<file path="src/hdl/whn_pkg.sv">
// Shared types, constants and constant tables of the wave heightfield normal generator.
`timescale 1ns / 1ps

package whn_pkg;

  localparam int TABLE_LEN = 256;
  localparam int QUARTER   = TABLE_LEN / 4;
  localparam int NUM_PTS   = 9;

  // Register indexes of the configuration port
  localparam logic [2:0] CFG_GRID_SIZE  = 3'd0;
  localparam logic [2:0] CFG_DEPTH_GAIN = 3'd1;
  localparam logic [2:0] CFG_RATE0      = 3'd2;
  localparam logic [2:0] CFG_RATE1      = 3'd3;
  localparam logic [2:0] CFG_RATE2      = 3'd4;
  localparam logic [2:0] CFG_RATE3      = 3'd5;

  localparam logic [8:0]  GRID_RST  = 9'd33;
  localparam logic [15:0] DEPTH_RST = 16'd4096;
  localparam logic [15:0] RATE0_RST = 16'd3187;
  localparam logic [15:0] RATE1_RST = 16'd3643;
  localparam logic [15:0] RATE2_RST = 16'd4280;
  localparam logic [15:0] RATE3_RST = 16'd5199;

  // Iteration counts of the square root and the divider
  localparam int SQRT_STEPS = 29;
  localparam int DIV_STEPS  = 16;

  localparam logic [63:0] PI_Q30 = 64'd3373259426;
  localparam logic [63:0] TAYLOR_DIV [7] = '{64'd1, 64'd6, 64'd20, 64'd42,
                                             64'd72, 64'd110, 64'd156};

  typedef logic signed [15:0] wave_row_t [TABLE_LEN];
  typedef logic [8:0] step_lut_t [TABLE_LEN];

  // Commands from the sequencer to the datapath
  typedef struct packed {
    logic       capture;
    logic       clear_norm;
    logic       tick_en;
    logic [1:0] wave;
    logic       pt_valid;
    logic [3:0] pt;
    logic       vec_en;
    logic       sq_en;
    logic       sq_first;
    logic [1:0] sq_sel;
    logic       sqrt_load;
    logic       sqrt_step;
    logic       div_load;
    logic       div_step;
    logic       div_store;
    logic [1:0] comp;
    logic       load_out;
  } whn_cmd_t;

  // Status from the datapath to the sequencer
  typedef struct packed {
    logic is_tick;
    logic bad;
    logic sq_zero;
  } whn_sts_t;

  // Sine in Q30 by a folded Taylor series
  function automatic longint sine_q30(int k);
    logic [63:0] x;
    logic [63:0] x2;
    logic [63:0] term;
    longint      sum;
    int          kk;
    int          quad;
    int          r;
    kk   = k & (TABLE_LEN - 1);
    quad = kk / QUARTER;
    r    = kk % QUARTER;
    if ((quad & 1) == 1) r = QUARTER - r;
    x    = (64'(r) * PI_Q30) / 128;
    x2   = (x * x) >> 30;
    term = x;
    sum  = longint'(x);
    for (int n = 1; n <= 6; n++) begin
      term = ((term * x2) >> 30) / TAYLOR_DIV[n];
      if ((n & 1) == 1) sum = sum - longint'(term);
      else sum = sum + longint'(term);
    end
    return (quad >= 2) ? -sum : sum;
  endfunction

  function automatic logic signed [15:0] table_entry(longint amp, int k);
    longint v;
    longint mag;
    longint q;
    v   = amp * sine_q30(k);
    mag = (v < 0) ? -v : v;
    q   = (mag + 327680) / 655360;
    return 16'((v < 0) ? -q : q);
  endfunction

  function automatic wave_row_t build_wave(int w);
    wave_row_t t;
    for (int i = 0; i < TABLE_LEN; i++) begin
      unique case (w)
        0:       t[i] = table_entry(-9, 2 * i + QUARTER);
        1:       t[i] = table_entry(-8, 4 * i + QUARTER);
        2:       t[i] = table_entry(4, 3 * i);
        default: t[i] = table_entry(-4, 8 * i + QUARTER);
      endcase
    end
    return t;
  endfunction

  // Table step per grid size minus one; zero is never used but reads as full length
  function automatic step_lut_t build_step();
    step_lut_t t;
    int        q;
    for (int i = 0; i < TABLE_LEN; i++) begin
      q = TABLE_LEN;
      if (i != 0) begin
        q = 0;
        for (int j = 1; j <= TABLE_LEN; j++) begin
          if (j * i <= TABLE_LEN) q = j;
        end
      end
      t[i] = 9'(q);
    end
    return t;
  endfunction

  localparam wave_row_t WAVE_TBL0 = build_wave(0);
  localparam wave_row_t WAVE_TBL1 = build_wave(1);
  localparam wave_row_t WAVE_TBL2 = build_wave(2);
  localparam wave_row_t WAVE_TBL3 = build_wave(3);
  localparam step_lut_t STEP_LUT  = build_step();

endpackage

</file>
<file path="src/hdl/whn_ctrl.sv">
// Sequencer: steps the datapath through a tick or a vertex query and owns the handshakes.
`timescale 1ns / 1ps

module whn_ctrl
  import whn_pkg::*;
(
  input  logic     clk_i,
  input  logic     rst_ni,
  input  logic     in_valid_i,
  output logic     in_stall_o,
  output logic     out_valid_o,
  input  logic     out_stall_i,
  input  whn_sts_t sts_i,
  output whn_cmd_t cmd_o
);

  typedef enum logic [3:0] {
    ST_IDLE, ST_DECODE, ST_TICK, ST_HGT, ST_VEC, ST_SQ, ST_CHECK,
    ST_SQRT, ST_DIV, ST_FINISH
  } state_e;

  state_e     state_q;
  logic [5:0] cnt_q;
  logic [1:0] comp_q;
  logic       out_valid_q;
  logic       in_acc;
  logic       out_free;

  assign in_stall_o  = (state_q != ST_IDLE);
  assign in_acc      = in_valid_i && !in_stall_o;
  assign out_valid_o = out_valid_q;
  assign out_free    = !out_valid_q || !out_stall_i;

  // Decode commands from state and counter
  always_comb begin
    cmd_o            = '0;
    cmd_o.capture    = in_acc;
    cmd_o.wave       = cnt_q[1:0];
    cmd_o.pt         = cnt_q[3:0];
    cmd_o.sq_sel     = cnt_q[1:0];
    cmd_o.sq_first   = (cnt_q == 6'd0);
    cmd_o.comp       = comp_q;
    unique case (state_q)
      ST_DECODE: cmd_o.clear_norm = 1'b1;
      ST_TICK:   cmd_o.tick_en    = 1'b1;
      ST_HGT:    cmd_o.pt_valid   = (cnt_q < 6'(NUM_PTS));
      ST_VEC:    cmd_o.vec_en     = 1'b1;
      ST_SQ:     cmd_o.sq_en      = 1'b1;
      ST_CHECK:  cmd_o.sqrt_load  = !sts_i.sq_zero;
      ST_SQRT:   cmd_o.sqrt_step  = 1'b1;
      ST_DIV: begin
        cmd_o.div_load  = (cnt_q == 6'd0);
        cmd_o.div_step  = (cnt_q != 6'd0) && (cnt_q <= 6'(DIV_STEPS));
        cmd_o.div_store = (cnt_q == 6'(DIV_STEPS + 1));
      end
      ST_FINISH: cmd_o.load_out   = out_free;
      default: ;
    endcase
  end

  // Hold state, counters and the result valid flag
  always_ff @(posedge clk_i or negedge rst_ni) begin
    if (!rst_ni) begin
      state_q     <= ST_IDLE;
      cnt_q       <= '0;
      comp_q      <= '0;
      out_valid_q <= 1'b0;
    end else begin
      if ((state_q == ST_FINISH) && out_free) out_valid_q <= 1'b1;
      else if (out_valid_q && !out_stall_i) out_valid_q <= 1'b0;
      unique case (state_q)
        ST_IDLE: begin
          cnt_q <= '0;
          if (in_acc) state_q <= ST_DECODE;
        end
        ST_DECODE: begin
          cnt_q <= '0;
          if (sts_i.is_tick) state_q <= ST_TICK;
          else if (sts_i.bad) state_q <= ST_FINISH;
          else state_q <= ST_HGT;
        end
        ST_TICK: begin
          cnt_q <= cnt_q + 6'd1;
          if (cnt_q == 6'd3) state_q <= ST_FINISH;
        end
        ST_HGT: begin
          cnt_q <= cnt_q + 6'd1;
          if (cnt_q == 6'(NUM_PTS)) state_q <= ST_VEC;
        end
        ST_VEC: begin
          cnt_q   <= '0;
          state_q <= ST_SQ;
        end
        ST_SQ: begin
          cnt_q <= cnt_q + 6'd1;
          if (cnt_q == 6'd2) state_q <= ST_CHECK;
        end
        ST_CHECK: begin
          cnt_q   <= '0;
          comp_q  <= '0;
          state_q <= sts_i.sq_zero ? ST_FINISH : ST_SQRT;
        end
        ST_SQRT: begin
          if (cnt_q == 6'(SQRT_STEPS - 1)) begin
            cnt_q   <= '0;
            state_q <= ST_DIV;
          end else begin
            cnt_q <= cnt_q + 6'd1;
          end
        end
        ST_DIV: begin
          if (cnt_q == 6'(DIV_STEPS + 1)) begin
            cnt_q  <= '0;
            comp_q <= comp_q + 2'd1;
            if (comp_q == 2'd2) state_q <= ST_FINISH;
          end else begin
            cnt_q <= cnt_q + 6'd1;
          end
        end
        ST_FINISH: begin
          if (out_free) state_q <= ST_IDLE;
        end
        default: state_q <= ST_IDLE;
      endcase
    end
  end

`ifndef SYNTHESIS
  // A held result word is never overwritten
  assert property (@(posedge clk_i) disable iff (!rst_ni)
    cmd_o.load_out |-> (!out_valid_q || !out_stall_i))
    else $error("result word overwritten while stalled");

  // An accepted request is decoded in the next cycle
  assert property (@(posedge clk_i) disable iff (!rst_ni)
    in_acc |=> (state_q == ST_DECODE))
    else $error("accepted request not decoded");

  // The root iteration stays within its step count
  assert property (@(posedge clk_i) disable iff (!rst_ni)
    (state_q == ST_SQRT) |-> (cnt_q < 6'(SQRT_STEPS)))
    else $error("square root overran");

  // Only one datapath phase is active at a time
  assert property (@(posedge clk_i) disable iff (!rst_ni)
    $onehot0({cmd_o.tick_en, cmd_o.pt_valid, cmd_o.sq_en, cmd_o.sqrt_step,
              cmd_o.div_step, cmd_o.load_out}))
    else $error("conflicting datapath commands");
`endif

endmodule

</file>
<file path="config.mk">
export PLATFORM = sky130hd
export DESIGN_NAME = whn_ctrl
export DESIGN_NICKNAME = d
export VERILOG_FILES = /design/src/hdl/whn_pkg.sv /design/src/hdl/whn_ctrl.sv
export SDC_FILE = /design/constraint.sdc
export NUM_CORES = 1
export LEC_CHECK = 0
export BUFFER_PORTS_ARGS = -buffer_cell sky130_fd_sc_hd__buf_2
export CAP_MARGIN = 20
export CORE_MARGIN = 2
export CORE_UTILIZATION = 37
export CTS_CLUSTER_DIAMETER = 80
export CTS_CLUSTER_SIZE = 30
export DETAILED_ROUTE_END_ITERATION = 10
export SETUP_SLACK_MARGIN = 0.1
export SLEW_MARGIN = 0
export SYNTH_ARGS = -nofsm -noshare
export SYNTH_HDL_FRONTEND = slang
export SYNTH_SLANG_ARGS = --single-unit
</file>
<file path="constraint.sdc">
create_clock -name clk_i -period 2.4 [get_ports clk_i]
set_clock_uncertainty 0.1 [all_clocks]
set_input_delay 0.48 -clock clk_i [delete_from_list [all_inputs] [get_ports clk_i]]
set_output_delay 0.48 -clock clk_i [all_outputs]
set_load 0.01 [all_outputs]
</file>
# Word level (Yosys, flattened, before mapping)
# Index checks and enable logic that the tools add are counted.
totals:
  elab_cells: 79
  reg_bits: 13
  input_bits: 7
classes:
  n_reduce_logical: 20
  n_mux: 28
  add_sub_neg: 2
  n_lt_le_gt_ge: 2
  eq_ne: 23
op_table:
  columns: ["operator", "count"]
  rows:
  - ["4-bit two-way mux", 11]
  - ["4-bit one-hot mux with 10 select lines", 1]
  - ["6-bit one-hot mux with 4 select lines", 1]
  - ["4-bit by 3-bit == test with 1-bit output (second input constant)", 4]
  - ["2-bit inequality test (second input constant)", 8]
  - ["6-bit by 2-bit == test with 1-bit output (second input constant)", 2]
  - ["6-bit by 5-bit == test with 1-bit output (second input constant)", 2]
  - ["6-bit two-way mux", 2]
  - ["1-bit two-way mux", 10]
  - ["4-bit by 2-bit == test with 1-bit output (second input constant)", 2]
  - ["4-bit == test (second input constant)", 2]
  - ["8-bit AND reduction", 1]
  - ["4-bit nonzero test", 2]
  - ["6-bit by 1-bit adder with 6-bit output (second input constant)", 1]
  - ["6-bit by 4-bit == test with 1-bit output (second input constant)", 1]
  - ["6-bit by 5-bit less-or-equal comparator with 1-bit output (second input constant)", 1]
  - ["6-bit logical NOT", 1]
  - ["6-bit by 4-bit less-than comparator with 1-bit output (second input constant)", 1]
  - ["6-bit nonzero test", 1]
  - ["4-bit by 1-bit == test with 1-bit output (second input constant)", 1]
  - ["1-bit logical AND", 4]
  - ["1-bit logical NOT", 4]
  - ["4-bit logical NOT", 1]
  - ["2-bit one-hot mux with 2 select lines", 1]
  - ["9 further kinds", 10]

# Longest topological paths before layout
depth:
  ltp_word: 5
  mapped_depth: 7

# Least setup slack after synthesis
# Ideal clock, no wire load.
synth_path:
  path_type: "register -> output"
  start: "reg state_q[2]"
  end: "out cmd_o[3] (netlist name)"
  slack_ns: 0.407
  n_path_buf: 1
  required_ns: 1.820
  arrival_time_ns: 1.413
  path_stages_with_launch: 4
  cell_sequence: "dfrtp_1 buf_2 or4b_4 nor4_2"
synth_lines:
  columns: ["element", "line", "text"]
  rows:
  - ["start: declaration", "whn_ctrl.sv:22", "state_e state_q;"]
  - ["start signal: assignment", "whn_ctrl.sv:101", "state_q <= sts_i.sq_zero ? ST_FINISH : ST_SQRT;"]
  - ["end: declaration", "whn_ctrl.sv:14", "output whn_cmd_t cmd_o"]

==> results.json <==
{
  "die_x_um": 59.9,
  "leakagePower_nw": 0.657,
  "grt_start_max_net_pins": 14,
  "finalSetupViolations": 0,
  "cap_violations": 0,
  "first_pass_iters": 4,
  "yosys_warnings": 0,
  "setup_tns_ns": 0,
  "cp-end-kind": "output pin",
  "finalCritPeriodShare_pct": 94.0,
  "clk_path_buf_depth": 2,
  "crit_start": "state_q[2]",
  "gr-total-overflow": 0,
  "slew_headroom_pct": 70.1,
  "intPower_w": 0.000822,
  "io_pins": 32,
  "syn-instance-count": 137,
  "antennaDiodeCount": 0,
  "r2r_cells": 7,
  "r2r-start": "cnt_q[1]",
  "crit_type": "reg -> out",
  "switching_share_pct": 46.7,
  "cts_buffers": 3,
  "insertion_delay_ns": 0.28,
  "seqPwrFrac_pct": 23.3,
  "drtIter0Drc": 19,
  "combPwrFrac_pct": 67.6,
  "clkSinkCount": 13,
  "fillers": 294,
  "period_needed_ns": 2.26,
  "initial_utilization_pct": 38.5,
  "fin_nets": 179,
  "cp_max_fo": 4,
  "grt_pass1_vias": 915,
  "layout_commonest_cell": "buf_2",
  "antenna_found_initial": 0,
  "p_clk_share_pct": 9.1,
  "cts_tree": "yes",
  "placement_rows": 20,
  "ys_seq_area_share_pct": 28.1,
  "layout_common_cells": "31 x buf_2, 15 x nor2_1, 14 x nand2_1, 12 x dfrtp_1, 10 x buf_4",
  "die_h_um": 59.9,
  "power-per-cell-area_nw_per_um2": 1130,
  "worst_pin_slew_ns": 0.448,
  "synth_seq_cells": 13,
  "rsz0062_at_grt": "true",
  "port-buffer-count": 31,
  "die_area_sq_um": 3590,
  "hold_viol": 0,
  "status": "completed",
  "routedWlPerCell_um": 13.0,
  "r2r-end": "state_q[2]",
  "syn_nets": 150,
  "crit_required_ns": 1.82,
  "root_buffer": "clkbuf_4",
  "num_vias": 1041,
  "clkTransAtPathRegs_ns": 0.08,
  "arrival_ns": 1.68,
  "drc": 0,
  "drive_gt1_share_pct": 37.0,
  "dp_slack_ns": 0.282,
  "grtUsageTotal_pct": 15.7,
  "routed_wl_um": 2580,
  "yosysUniqueCellTypes": 41,
  "h-tree-depth": 1,
  "fin_ws_ns": 0.143,
  "fmax_ghz": 0.443,
  "crit_end": "cmd_o[4]",
  "synth_area_per_cell_sq_um": 8.45,
  "rrSetupSlack_ns": 0.23,
  "slew_violations": 0,
  "finalWeightedCongestion": 0.855,
  "core_area_sq_um": 3000,
  "area_delta_synth_final_pct": 18.1,
  "start_kind": "flip-flop",
  "irDropWorstVdd_mv": 0.393,
  "grt_pass1_wl_um": 4220,
  "ant_nets": 0,
  "dp_hpwl_um": 1970,
  "viasPerCell": 5.26,
  "synth_area_sq_um": 1160,
  "worstHoldPathType": "in -> reg",
  "p_switching_w": 0.000721
}
==> cell families after synthesis <==
group | Yosys count | share of synthesized area, %
buf+inv | 27 | 13.7
compound gates | 22 | 14.4
flops | 13 | 28.1
fa+ha+maj | 6 | 6.49
mux | 4 | 3.78
simple gates | 60 | 29.7
xor+xnor | 5 | 3.78
==> synthesized netlist by cell type <==
master,count,area (sq um)
nor2_1,15,56.3
nand2_1,14,52.6
dfrtp_1,13,325
buf_4,10,75.1
nor3_1,9,45.0
inv_1,8,30.0
o21ai_0,7,35.0
ha_1,6,75.1
nand2b_1,5,31.3
buf_2,4,20.0
a21oi_1,3,15.0
mux2_2,3,33.8
xor2_1,3,26.3
a221oi_1,2,17.5
buf_6,2,22.5
clkbuf_1,2,7.51
nand4_1,2,12.5
nor4_2,2,25.0
nor4b_1,2,17.5
o22ai_1,2,12.5
or4_1,2,15.0
xnor2_1,2,17.5
a2111oi_2,1,15.0
a211oi_1,1,7.51
a21boi_0,1,7.51
a31oi_1,1,6.26
and2_1,1,6.26
and3_1,1,6.26
and4b_1,1,10.0
buf_1,1,3.75
mux2i_1,1,10.0
nand4bb_1,1,11.3
nor3b_1,1,7.51
nor4_1,1,6.26
nor4_4,1,21.3
o2111ai_2,1,15.0
o22ai_2,1,12.5
o31ai_2,1,12.5
o32a_1,1,10.0
or2_2,1,6.26
or4b_4,1,13.8
==> worst max-delay path, stage by stage, from the launching register on <==
cell,delay (ns)
dfrtp_2,0.41
or4b_4,0.57
buf_6,0.15
nor3_1,0.11
buf_2,0.15
==> layer usage <==
metal	routed length [um]	share of wire (%)	vias to the layer above	track usage (%)
met5	0	0	-	0
met4	50	1.9	0	7.62
met1	1340	52	479	22.2
met3	94	3.6	5	2.60
met2	1100	43	25	23.0
li1	-	-	532	-
==> through the flow <==
stage / instances / power (W) / area (sq um) / utilization, % / hold slack, ns
2_1_floorplan: 137 / 0.00112 / 1160 / - / 0.0844
3_3_place_gp: 189 / 0.00133 / 1280 / 42.5 / 0.287
3_5_place_dp: 189 / 0.00135 / 1280 / 42.5 / 0.288
4_1_cts: 198 / 0.00154 / 1350 / 45.1 / 0.349
5_1_grt: 198 / 0.00168 / 1370 / 45.5 / 0.367
6_report: 198 / 0.00154 / 1370 / 45.5 / 0.347
==> state kept, by name (all words and copies together), names as in the netlist <==
name	cells
cnt_q	6
comp_q	2
out_valid_o	1
state_q	4
==> power by group through the flow <==
| stage | clock network (W) | logic, W | registers [W] |
|---|---|---|---|
| 3_3_place_gp | 0 | 0.000959 | 0.000373 |
| 4_1_cts | 0.000145 | 0.00103 | 0.000358 |
| 3_5_place_dp | 0 | 0.000969 | 0.000379 |
| 2_1_floorplan | 0 | 0.000777 | 0.000341 |
| 6_report | 0.000141 | 0.00104 | 0.000359 |
| 5_1_grt | 0.000155 | 0.00115 | 0.000375 |
==> cell type report <==
cell class | instances | area (sq um) | share of cell area [%]
sequential | 13 | 327 | 23.9
clock buffer | 4 | 26.3 | 1.92
inverter | 8 | 30.0 | 2.20
multi-input combinational | 97 | 691 | 50.5
tap | 33 | 41.3 | 3.02
timing repair buffer | 43 | 251 | 18.4
==> what timing repair did <==
item / in CTS / in global routing
hold buffers: 1 / 0
endpoints found under the setup margin: 1 / 2
pin swaps: 2 / 1
gates resized for setup: 2 / 4
endpoints found under the hold margin: 13 / 0
buffers inserted: 4 / 0
==> worst min-delay path by stage <==
stage / startpoint / to / cells after the start
after detailed placement: rst_ni / cnt_q[0] / 1
after global routing: out_stall_i / out_valid_o / 3
final: out_stall_i / out_valid_o / 3
after CTS: out_stall_i / out_valid_o / 3
after global placement: rst_ni / cnt_q[0] / 1
after floorplan: rst_ni / cnt_q[0] / 0
Note: power is estimated with default switching activity, not from simulation.
